**src/rtl/assert_macros.svh**
```systemverilog
`ifndef ASSERT_MACROS_SVH
`define ASSERT_MACROS_SVH

// Property must hold at every clock edge outside reset.
`define ASSERT_ALWAYS(lbl, prop, msg) \
    lbl: assert property (@(posedge i_clk) disable iff (!i_rst_n) (prop)) else $error(msg);

// Property must never hold at a clock edge outside reset.
`define ASSERT_NEVER(lbl, prop, msg) \
    lbl: assert property (@(posedge i_clk) disable iff (!i_rst_n) !(prop)) else $error(msg);

`endif

```
**src/rtl/assd_pkg.sv**
```systemverilog
package assd_pkg;

    localparam int DISPLAY_BYTES = 48;
    localparam int DIGITS        = 6;
    localparam int FRAME_BYTES   = DISPLAY_BYTES + 2;
    localparam int DISP_AW       = $clog2(DISPLAY_BYTES);
    localparam int POS_W         = $clog2(FRAME_BYTES + 2);
    localparam int LD_CNT_W      = $clog2(DISPLAY_BYTES + 1);
    localparam int SLOT_W        = 3;
    localparam int SCAN_W        = 16;
    localparam int CFG_IDX_W     = 1;
    localparam int CFG_DATA_W    = 16;
    localparam int GROUPS        = (DISPLAY_BYTES + DIGITS - 1) / DIGITS;

    localparam logic [15:0] ADDR_RST   = 16'h0003;
    localparam logic [15:0] PERIOD_RST = 16'd16384;

    typedef enum logic [1:0] {
        OP_CLOCK = 2'd0,
        OP_START = 2'd1,
        OP_TICK  = 2'd2
    } t_opcode;

    typedef enum logic [CFG_IDX_W-1:0] {
        CFG_DEVICE_ADDRESS = 1'b0,
        CFG_SCROLL_PERIOD  = 1'b1
    } t_cfg_index;

    typedef enum logic [1:0] {
        ST_IDLE,
        ST_TICK,
        ST_LOAD
    } t_state;

    // controller -> datapath
    typedef struct packed {
        logic               accept;
        logic               tick_done;
        logic               ld_rd;
        logic [DISP_AW-1:0] ld_addr;
    } t_cmd;

    // datapath -> controller
    typedef struct packed {
        logic is_tick;
        logic load_go;
    } t_stat;

    // Power-up pattern: every group of DIGITS bytes holds one bit, walking per group.
    function automatic logic [7:0] disp_reset_byte(input logic [DISP_AW-1:0] idx);
        logic [2:0] grp;
        grp = '0;
        for (int g = 1; g < GROUPS; g++) begin
            if (int'(idx) >= g * DIGITS) grp = 3'(g);
        end
        return 8'b1 << grp;
    endfunction

endpackage

```
**src/rtl/assd_ctrl.sv**
```systemverilog
module assd_ctrl import assd_pkg::*; (
    input  logic  i_clk,
    input  logic  i_rst_n,
    input  logic  i_start,
    input  t_stat i_stat,
    output t_cmd  o_cmd,
    output logic  o_busy
);

    t_state                r_state, n_state;
    logic [LD_CNT_W-1:0]   r_ld_cnt, n_ld_cnt;

    always_ff @(posedge i_clk) begin
        if (!i_rst_n) begin
            r_state  <= ST_IDLE;
            r_ld_cnt <= '0;
        end else begin
            r_state  <= n_state;
            r_ld_cnt <= n_ld_cnt;
        end
    end

    always_comb begin
        n_state  = r_state;
        n_ld_cnt = r_ld_cnt;
        o_cmd    = '0;
        o_busy   = (r_state != ST_IDLE);
        case (r_state)
            ST_IDLE: begin
                o_cmd.accept = i_start;
                if (i_start) begin
                    if (i_stat.is_tick) begin
                        n_state = ST_TICK;
                    end else if (i_stat.load_go) begin
                        n_state  = ST_LOAD;
                        n_ld_cnt = '0;
                    end
                end
            end
            ST_TICK: begin
                o_cmd.tick_done = 1'b1;
                n_state         = ST_IDLE;
            end
            ST_LOAD: begin
                // the final step issues no read and drains the last registered read into the display store
                o_cmd.ld_rd   = (r_ld_cnt < LD_CNT_W'(DISPLAY_BYTES));
                o_cmd.ld_addr = r_ld_cnt[DISP_AW-1:0];
                n_ld_cnt      = r_ld_cnt + 1'b1;
                if (r_ld_cnt == LD_CNT_W'(DISPLAY_BYTES)) n_state = ST_IDLE;
            end
            default: begin
                n_state = ST_IDLE;
            end
        endcase
    end

endmodule

```
**src/rtl/assd_datapath.sv**
```systemverilog
module assd_datapath import assd_pkg::*; (
    input  logic                  i_clk,
    input  logic                  i_rst_n,
    input  t_cmd                  i_cmd,
    output t_stat                 o_stat,
    input  logic [1:0]            i_opcode,
    input  logic                  i_data_bit,
    input  logic                  i_clock_high,
    input  logic                  i_cfg_valid,
    input  logic [CFG_IDX_W-1:0]  i_cfg_index,
    input  logic [CFG_DATA_W-1:0] i_cfg_data,
    output logic                  o_strobe,
    output logic [7:0]            o_segments_n,
    output logic [2:0]            o_digit_index,
    output logic                  o_digit_valid,
    output logic                  o_frame_loaded
);

    // configuration
    logic [15:0]         r_dev_addr;
    logic [15:0]         r_period;

    // receiver
    logic [POS_W-1:0]    r_byte_pos, n_byte_pos;
    logic [2:0]          r_bit_pos, n_bit_pos;
    logic [6:0]          r_shift;
    logic [7:0]          r_addr_hi, r_addr_lo;
    logic [7:0]          mem_recv [DISPLAY_BYTES];
    logic [7:0]          r_recv_q;
    logic                recv_we;
    logic [DISP_AW-1:0]  recv_waddr;
    logic [7:0]          new_byte;
    logic                byte_done;
    logic                load_go;

    // display
    logic [7:0]          mem_disp [DISPLAY_BYTES];
    logic [7:0]          r_disp_q;
    logic [DISP_AW-1:0]  r_base, n_base, rot_base, new_base;
    logic [DISP_AW:0]    base_step, phys_sum;
    logic [DISP_AW-1:0]  phys;
    logic [SCAN_W-1:0]   r_scan, n_scan, scan_inc;
    logic [SLOT_W-1:0]   r_slot, n_slot, r_tick_slot;
    logic [DISP_AW-1:0]  r_phys;
    logic                r_loaded;
    logic                do_rot;
    logic                r_ld_we;
    logic [DISP_AW-1:0]  r_ld_waddr;

    // result register
    logic                r_strobe;
    logic [7:0]          r_seg;
    logic [2:0]          r_digit;
    logic                r_dvalid;
    logic                r_floaded;

    t_opcode             op;
    logic                acc_clock, acc_start, acc_tick;

    assign op        = t_opcode'(i_opcode);
    assign acc_clock = i_cmd.accept && (op == OP_CLOCK);
    assign acc_start = i_cmd.accept && (op == OP_START);
    assign acc_tick  = i_cmd.accept && (op == OP_TICK);

    always_ff @(posedge i_clk) begin
        if (!i_rst_n) begin
            r_dev_addr <= ADDR_RST;
            r_period   <= PERIOD_RST;
        end else if (i_cfg_valid) begin
            case (t_cfg_index'(i_cfg_index))
                CFG_DEVICE_ADDRESS: r_dev_addr <= i_cfg_data;
                CFG_SCROLL_PERIOD:  r_period   <= i_cfg_data;
                default: begin
                end
            endcase
        end
    end

    // ---------------- receiver ----------------
    assign new_byte   = {r_shift, i_data_bit};
    assign byte_done  = (r_bit_pos == 3'd0) && (r_byte_pos < POS_W'(FRAME_BYTES));
    assign recv_we    = acc_clock && byte_done && (r_byte_pos >= POS_W'(2));
    assign recv_waddr = DISP_AW'(r_byte_pos - POS_W'(2));
    // address bytes were captured in this frame by the time the last byte arrives
    assign load_go    = (op == OP_CLOCK) && (r_bit_pos == 3'd0)
                        && (r_byte_pos == POS_W'(FRAME_BYTES - 1))
                        && (r_addr_hi == r_dev_addr[15:8])
                        && (r_addr_lo == r_dev_addr[7:0]);

    assign o_stat.is_tick = (op == OP_TICK);
    assign o_stat.load_go = load_go;

    always_comb begin
        n_bit_pos  = r_bit_pos;
        n_byte_pos = r_byte_pos;
        if (acc_clock) begin
            if (r_bit_pos != 3'd0) begin
                n_bit_pos = r_bit_pos - 3'd1;
            end else begin
                n_bit_pos = 3'd7;
                // saturate at FRAME_BYTES + 1, past the end of the frame
                if (r_byte_pos <= POS_W'(FRAME_BYTES)) n_byte_pos = r_byte_pos + 1'b1;
            end
        end else if (acc_start && i_clock_high) begin
            n_bit_pos  = 3'd7;
            n_byte_pos = '0;
        end
    end

    always_ff @(posedge i_clk) begin
        if (!i_rst_n) begin
            r_bit_pos  <= 3'd7;
            r_byte_pos <= '0;
        end else begin
            r_bit_pos  <= n_bit_pos;
            r_byte_pos <= n_byte_pos;
        end
    end

    always_ff @(posedge i_clk) begin
        if (acc_clock) r_shift <= new_byte[6:0];
        if (acc_clock && byte_done && (r_byte_pos == POS_W'(0))) r_addr_hi <= new_byte;
        if (acc_clock && byte_done && (r_byte_pos == POS_W'(1))) r_addr_lo <= new_byte;
    end

    always_ff @(posedge i_clk) begin
        if (recv_we) mem_recv[recv_waddr] <= new_byte;
        if (i_cmd.ld_rd) r_recv_q <= mem_recv[i_cmd.ld_addr];
    end

    // ---------------- display ----------------
    // rotation moves a base pointer instead of the bytes
    assign scan_inc  = r_scan + 1'b1;
    assign do_rot    = acc_tick && (r_slot == '0) && (scan_inc == r_period);
    assign base_step = {1'b0, r_base} + (DISP_AW+1)'(DIGITS);
    assign rot_base  = (base_step >= (DISP_AW+1)'(DISPLAY_BYTES))
                       ? DISP_AW'(base_step - (DISP_AW+1)'(DISPLAY_BYTES))
                       : DISP_AW'(base_step);
    assign new_base  = do_rot ? rot_base : r_base;
    assign phys_sum  = {1'b0, new_base} + (DISP_AW+1)'(r_slot);
    assign phys      = (phys_sum >= (DISP_AW+1)'(DISPLAY_BYTES))
                       ? DISP_AW'(phys_sum - (DISP_AW+1)'(DISPLAY_BYTES))
                       : DISP_AW'(phys_sum);

    always_comb begin
        n_scan = r_scan;
        n_slot = r_slot;
        n_base = r_base;
        if (acc_tick) begin
            if (r_slot == '0) n_scan = do_rot ? '0 : scan_inc;
            n_slot = (r_slot == SLOT_W'(DIGITS - 1)) ? '0 : r_slot + 1'b1;
            n_base = new_base;
        end else if (i_cmd.accept && load_go) begin
            n_base = '0;
        end
    end

    always_ff @(posedge i_clk) begin
        if (!i_rst_n) begin
            r_scan     <= '0;
            r_slot     <= '0;
            r_base     <= '0;
            r_loaded   <= 1'b0;
            r_ld_we    <= 1'b0;
        end else begin
            r_scan     <= n_scan;
            r_slot     <= n_slot;
            r_base     <= n_base;
            r_ld_we    <= i_cmd.ld_rd;
            if (i_cmd.accept && load_go) r_loaded <= 1'b1;
        end
    end

    always_ff @(posedge i_clk) begin
        r_ld_waddr <= i_cmd.ld_addr;
        if (acc_tick) begin
            r_tick_slot <= r_slot;
            r_phys      <= phys;
        end
    end

    always_ff @(posedge i_clk) begin
        if (r_ld_we) mem_disp[r_ld_waddr] <= r_recv_q;
        if (acc_tick) r_disp_q <= mem_disp[phys];
    end

    // ---------------- result ----------------
    always_ff @(posedge i_clk) begin
        if (!i_rst_n) begin
            r_strobe <= 1'b0;
        end else begin
            r_strobe <= (i_cmd.accept && (op != OP_TICK)) || i_cmd.tick_done;
        end
    end

    always_ff @(posedge i_clk) begin
        if (i_cmd.accept && (op != OP_TICK)) begin
            r_seg     <= '0;
            r_digit   <= '0;
            r_dvalid  <= 1'b0;
            r_floaded <= load_go;
        end else if (i_cmd.tick_done) begin
            // entries not yet loaded show the power-up pattern
            r_seg     <= ~(r_loaded ? r_disp_q : disp_reset_byte(r_phys));
            r_digit   <= r_tick_slot;
            r_dvalid  <= 1'b1;
            r_floaded <= 1'b0;
        end
    end

    assign o_strobe       = r_strobe;
    assign o_segments_n   = r_seg;
    assign o_digit_index  = r_digit;
    assign o_digit_valid  = r_dvalid;
    assign o_frame_loaded = r_floaded;

endmodule

```
**src/rtl/addressed_serial_scrolling_display.sv**
```systemverilog
// Serial frame receiver driving a six-digit multiplexed display. An item is taken when start
// is high and busy is low; each item gives one result, shown for a single cycle with o_strobe,
// and the receiver cannot hold it off. Clock-edge, start and unknown items register their
// result, which appears the cycle after acceptance. A display tick reads the display memory
// into a register and passes through the ST_TICK state before its result is registered.
// The clock edge that completes a frame with a matching address keeps the block busy while
// the 48 display bytes are copied from the receive memory to the display memory,
// one byte per cycle through their single read and write ports. Configuration writes are
// always ready and must only be issued while the block is idle.
`include "assert_macros.svh"

module addressed_serial_scrolling_display import assd_pkg::*; (
    input  logic                  i_clk,
    input  logic                  i_rst_n,
    input  logic                  start,
    output logic                  busy,
    input  logic [1:0]            i_opcode,
    input  logic                  i_data_bit,
    input  logic                  i_clock_high,
    output logic                  o_strobe,
    output logic [7:0]            o_segments_n,
    output logic [2:0]            o_digit_index,
    output logic                  o_digit_valid,
    output logic                  o_frame_loaded,
    input  logic                  i_cfg_valid,
    output logic                  o_cfg_ready,
    input  logic [CFG_IDX_W-1:0]  i_cfg_index,
    input  logic [CFG_DATA_W-1:0] i_cfg_data
);

    t_cmd  cmd;
    t_stat stat;

    assign o_cfg_ready = 1'b1;

    assd_ctrl u_ctrl (
        .i_clk   (i_clk),
        .i_rst_n (i_rst_n),
        .i_start (start),
        .i_stat  (stat),
        .o_cmd   (cmd),
        .o_busy  (busy)
    );

    assd_datapath u_datapath (
        .i_clk          (i_clk),
        .i_rst_n        (i_rst_n),
        .i_cmd          (cmd),
        .o_stat         (stat),
        .i_opcode       (i_opcode),
        .i_data_bit     (i_data_bit),
        .i_clock_high   (i_clock_high),
        .i_cfg_valid    (i_cfg_valid && o_cfg_ready),
        .i_cfg_index    (i_cfg_index),
        .i_cfg_data     (i_cfg_data),
        .o_strobe       (o_strobe),
        .o_segments_n   (o_segments_n),
        .o_digit_index  (o_digit_index),
        .o_digit_valid  (o_digit_valid),
        .o_frame_loaded (o_frame_loaded)
    );

    `ASSERT_ALWAYS(a_plain_result, start && !busy && i_opcode != OP_TICK |=> o_strobe, "missing result after transaction")
    `ASSERT_ALWAYS(a_tick_result, start && !busy && i_opcode == OP_TICK |-> ##2 (o_strobe && o_digit_valid), "missing tick result")
    `ASSERT_NEVER(a_digit_range, o_strobe && o_digit_index >= 3'(DIGITS), "digit index out of range")
    `ASSERT_ALWAYS(a_load_busy, o_strobe && o_frame_loaded |-> busy, "frame loaded without copy sweep")

endmodule

```
**config.mk**
```make
export PLATFORM = sky130hd
export DESIGN_NAME = addressed_serial_scrolling_display
export DESIGN_NICKNAME = d
export VERILOG_FILES = /design/src/rtl/assd_pkg.sv /design/src/rtl/assd_ctrl.sv /design/src/rtl/assd_datapath.sv /design/src/rtl/addressed_serial_scrolling_display.sv
export VERILOG_INCLUDE_DIRS = /design/src /design/src/rtl
export SDC_FILE = /design/constraint.sdc
export NUM_CORES = 1
export LEC_CHECK = 0
export ABC_AREA = 0
export BUFFER_PORTS_ARGS = -buffer_cell sky130_fd_sc_hd__clkbuf_2
export CORE_UTILIZATION = 40
export DETAILED_ROUTE_END_ITERATION = 10
export GPL_TIMING_DRIVEN = 0
export PLACE_DENSITY = 0.53
export SLEW_MARGIN = 30
export SYNTH_ARGS = -nofsm -noshare
export SYNTH_HDL_FRONTEND = slang
export SYNTH_HIERARCHICAL = 1
export SYNTH_SLANG_ARGS = --single-unit
```
**constraint.sdc**
```tcl
create_clock -name i_clk -period 12.1 [get_ports i_clk]
set_input_delay 0.605 -clock i_clk [delete_from_list [all_inputs] [get_ports i_clk]]
set_output_delay 0.605 -clock i_clk [all_outputs]
set_load 0.02 [all_outputs]
```
==> key figures <==
Status
  – Outcome: finished clean

Clock tree
  – Latest clock arrival within the worst-skew pair: 0.67 ns
  – Clock-pin slew on the worst setup and hold paths: 0.07 ns
  – Setup bufs post-CTS: 0
  – Hold buffer count at CTS: 0
  – Max clock buf depth: 3
  – Sink Count: 910
  – Clk root buf: clkbuf_16
  – TritonCTS Buffers: 95
  – CTS H-Tree Depth: 3
  – Post-CTS Resized: 0
  – TritonCTS clock tree: done

Synth
  – Register area share after synthesis: 0.718
  – Mapped Area: 36700 um2
  – Synth Flop Type: edfxtp_1
  – Mapped Cells: 2049
  – Post-synth ARST share: 0
  – Synth Warn #: 6
  – Mapped Avg Cell Area: 17.9 um2
  – FF+latch count, synth: 910
  – Post-synth EDFFs: 816
  – Synth unique cells: 79
  – Syn Nets: 2087

Timing
  – Hold Vio Cnt, Final: 0
  – WHS: 0.201 ns
  – Crit path time final: 6.75 ns
  – Worst Tran Pin Value: 0.998 ns
  – Clk_skew: 0.0334 ns
  – Finish-stage setup viols: 0
  – Max-slew headroom: 0.332
  – Final period util: 0.558
  – Final setup TNS: 0 ns
  – Post-route setup slack: 5.35 ns
  – RSZ-0062 raised after global routing: no
  – Final Max Slew Viols: 0
  – Max Freq: 148 MHz

Global routing
  – GRT Total Usage: 0.182
  – Grt ovf: 0
  – First-pass GRT wire length: 125000 um
  – Antenna violations before repair: 0
  – Vias in the first global route: 19200
  – Largest net degree at the start of global routing: 52

Layout
  – Finished Cell Area: 42200 um2
  – # fillers: 7603
  – Final nets: 2259
  – P&R area growth vs syn: 14.8%
  – Core Util, Final: 0.466
  – Post-Layout Cell Count: 3476
  – Flip-flop and latch area: 26400 um2
  – Fraction of layout cells with a size suffix above 1: 0.221
  – Multi-input logic area: 9800 um2
  – Ant diodes: 0

Floorplan
  – Die ar.: 93000 um2
  – Initial Utilization: 0.406
  – Die W: 305 um
  – Number of primary I/O pins: 41
  – # rows: 110
  – Core ar.: 90400 um2
  – Die H: 305 um

Detailed routing
  – Routed vias/inst: 5.44
  – DRC viols: 0
  – Initial DRT Pass Iterations: 8
  – Drt initial violations: 1727
  – Via count: 18900
  – DRT Wirelength: 83900 um
  – Routed wire per std cell: 24.1 um
  – Routed Antenna Nets: 0

Placement
  – Post-DP Area: 38900 um2
  – Input/output buffers: 39
  – Dpl ws: 5.04 ns
  – RePlAce Congestion: 0.841
  – Detailed Place HPWL: 57800 um
  – Placed insts: 3298

Critical path
  – WP data required: 12.47 ns
  – Critical path endpoint category: flop
  – CP Max Fanout: 23
  – Startpoint type of the worst setup path: flop
  – Crit path arrival time: 7.12 ns
  – Worst Setup Path Type: reg2reg
  – Worst-case reg-to-reg path depth: 21

Power and ir drop
  – Worst vdd ir: 0.108 mV
  – Tot Pwr: 6.54 mW
  – P_leak: 12.9 nW
  – PD cells: 155 nW/um2

Worst hold path
  – HP Class: in2reg
  – WHS Path Cells: 3

Run
  – Max_cap viols: 0
-- final cells by class --
| cell class | count | area share |
|---|---|---|
| Inverter | 17 | 0.00151 |
| Timing Repair Buffer | 75 | 0.0159 |
| Sequential cell | 910 | 0.626 |
| Clock buffer | 113 | 0.0587 |
| Buffer | 115 | 0.0119 |
| Multi-Input combinational cell | 1007 | 0.232 |
| Clock inverter | 63 | 0.0188 |
| Tap cell | 1176 | 0.0349 |
-- synth_stat cells, drive strengths merged (2+ instances only) --
| master | count | area share |
|---|---|---|
| edfxtp | 816 | 0.67 |
| mux4 | 216 | 0.13 |
| nor2 | 144 | 0.015 |
| nand2 | 139 | 0.014 |
| dfxtp | 94 | 0.051 |
| clkbuf | 75 | 0.0077 |
| o21ai | 55 | 0.0075 |
| mux2i | 45 | 0.013 |
| a21boi | 41 | 0.0084 |
| buf | 40 | 0.0055 |
| nor2b | 37 | 0.0064 |
| a21oi | 32 | 0.0045 |
| nand3 | 24 | 0.0035 |
| xor2 | 22 | 0.0052 |
| and2 | 21 | 0.0036 |
| xnor2 | 21 | 0.0050 |
| inv | 17 | 0.0017 |
| mux2 | 16 | 0.0049 |
| nor4 | 16 | 0.0027 |
| nor3 | 14 | 0.0020 |
| a211oi | 13 | 0.0027 |
| ha | 13 | 0.0044 |
| nand2b | 12 | 0.0020 |
| nand4 | 12 | 0.0025 |
| or3 | 12 | 0.0020 |
| a211o | 9 | 0.0021 |
| o311ai | 9 | 0.0041 |
| and3 | 8 | 0.0014 |
| nor3b | 8 | 0.0019 |
| o221ai | 8 | 0.0019 |
| a31oi | 7 | 0.0012 |
| nand3b | 7 | 0.0014 |
| o211ai | 5 | 0.0010 |
| o21a | 5 | 0.0010 |
| nand4b | 4 | 0.00095 |
| or2 | 4 | 0.00068 |
| and4 | 3 | 0.00075 |
| and4b | 3 | 0.00082 |
| or3b | 3 | 0.00072 |
| a32oi | 2 | 0.00048 |
| and2b | 2 | 0.00048 |
-- layer usage --
metal  part of all wire  track usage  vias to the layer above
met5                  0            0                        -
met1               0.43        0.242                     9813
met3              0.047       0.0291                      124
li1                   -            -                     8498
met4              0.028       0.0571                        0
met2               0.50        0.306                      479
-- worst max-delay path: stages (launching register included) --
cell and delay (ns):
dfxtp_1 0.38, or3b_1 0.41, buf_6 0.14, inv_2 0.11, nand2_2 0.13, inv_2 0.39
nand4_1 0.16, or3_1 0.40, nor4_1 0.16, and4b_1 0.25, buf_6 0.13, clkbuf_1 0.40
xnor2_1 0.16, ha_1 0.32, clkbuf_1 0.44, clkbuf_1 0.56, clkbuf_1 0.56, mux4_2 0.43
mux2i_1 0.49, nand2_1 0.10, o21ai_0 0.15, o311ai_2 0.15
-- cells in the final DEF, fill, tap and decap left out, drive strengths merged, types with 8 or more instances in the layout --
| cell type | Yosys | layout |
|---|---|---|
| a211o | 9 | 9 |
| a211oi | 13 | 13 |
| a21boi | 41 | 41 |
| a21oi | 32 | 32 |
| and2 | 21 | 21 |
| and3 | 8 | 8 |
| buf | 40 | 68 |
| bufinv | 0 | 15 |
| clkbuf | 75 | 235 |
| clkinv | 0 | 42 |
| dfxtp | 94 | 94 |
| edfxtp | 816 | 816 |
| ha | 13 | 13 |
| inv | 17 | 19 |
| mux2 | 16 | 16 |
| mux2i | 45 | 45 |
| mux4 | 216 | 216 |
| nand2 | 139 | 139 |
| nand2b | 12 | 12 |
| nand3 | 24 | 24 |
| nand4 | 12 | 12 |
| nor2 | 144 | 144 |
| nor2b | 37 | 37 |
| nor3 | 14 | 14 |
| nor3b | 8 | 8 |
| nor4 | 16 | 16 |
| o21ai | 55 | 55 |
| o221ai | 8 | 8 |
| o311ai | 9 | 9 |
| or3 | 12 | 12 |
| xnor2 | 21 | 21 |
| xor2 | 22 | 22 |
-- flip-flops by register name (all words and copies together), names as in the netlist, 16 cells and up --
register / cells
u_datapath/r_dev_addr: 16
u_datapath/r_scan: 16
u_datapath/mem_recv: 384
u_datapath/mem_disp: 384
u_datapath/r_period: 16
-- where the power goes --
group          leakage [nW]  total, mW  switching, mW  internal, mW
Sequential             8.10       3.41         0.0112          3.39
Combinational          3.24      0.128         0.0746        0.0530
Clock                  1.58       3.01           1.21          1.79
-- final timing paths --
kind | startpoint | end | slack [ns]
worst max-delay path | u_ctrl/r_state[1] | u_datapath/r_disp_q[5] | 5.35
worst min-delay path | i_cfg_data[13] | u_datapath/r_dev_addr[13] | 0.20
worst max register to register | u_ctrl/r_state[1] | u_datapath/r_disp_q[5] | 5.35
worst min register to register | u_datapath/r_slot[0] | u_datapath/r_tick_slot[0] | 0.42
-- cell families (layout without fill, tap and decap cells) --
kind of cell / Yosys count / after routing / share of synthesized area
fa+ha+maj: 13 / 13 / 0.00443
flops: 910 / 910 / 0.718
other cells: 1 / 1 / 0.000102
compound gates: 196 / 196 / 0.0372
simple gates: 476 / 476 / 0.0641
mux: 277 / 277 / 0.150
buf+inv: 132 / 383 / 0.0149
xor+xnor: 44 / 44 / 0.0109
Power figures use the tool's default switching activity.
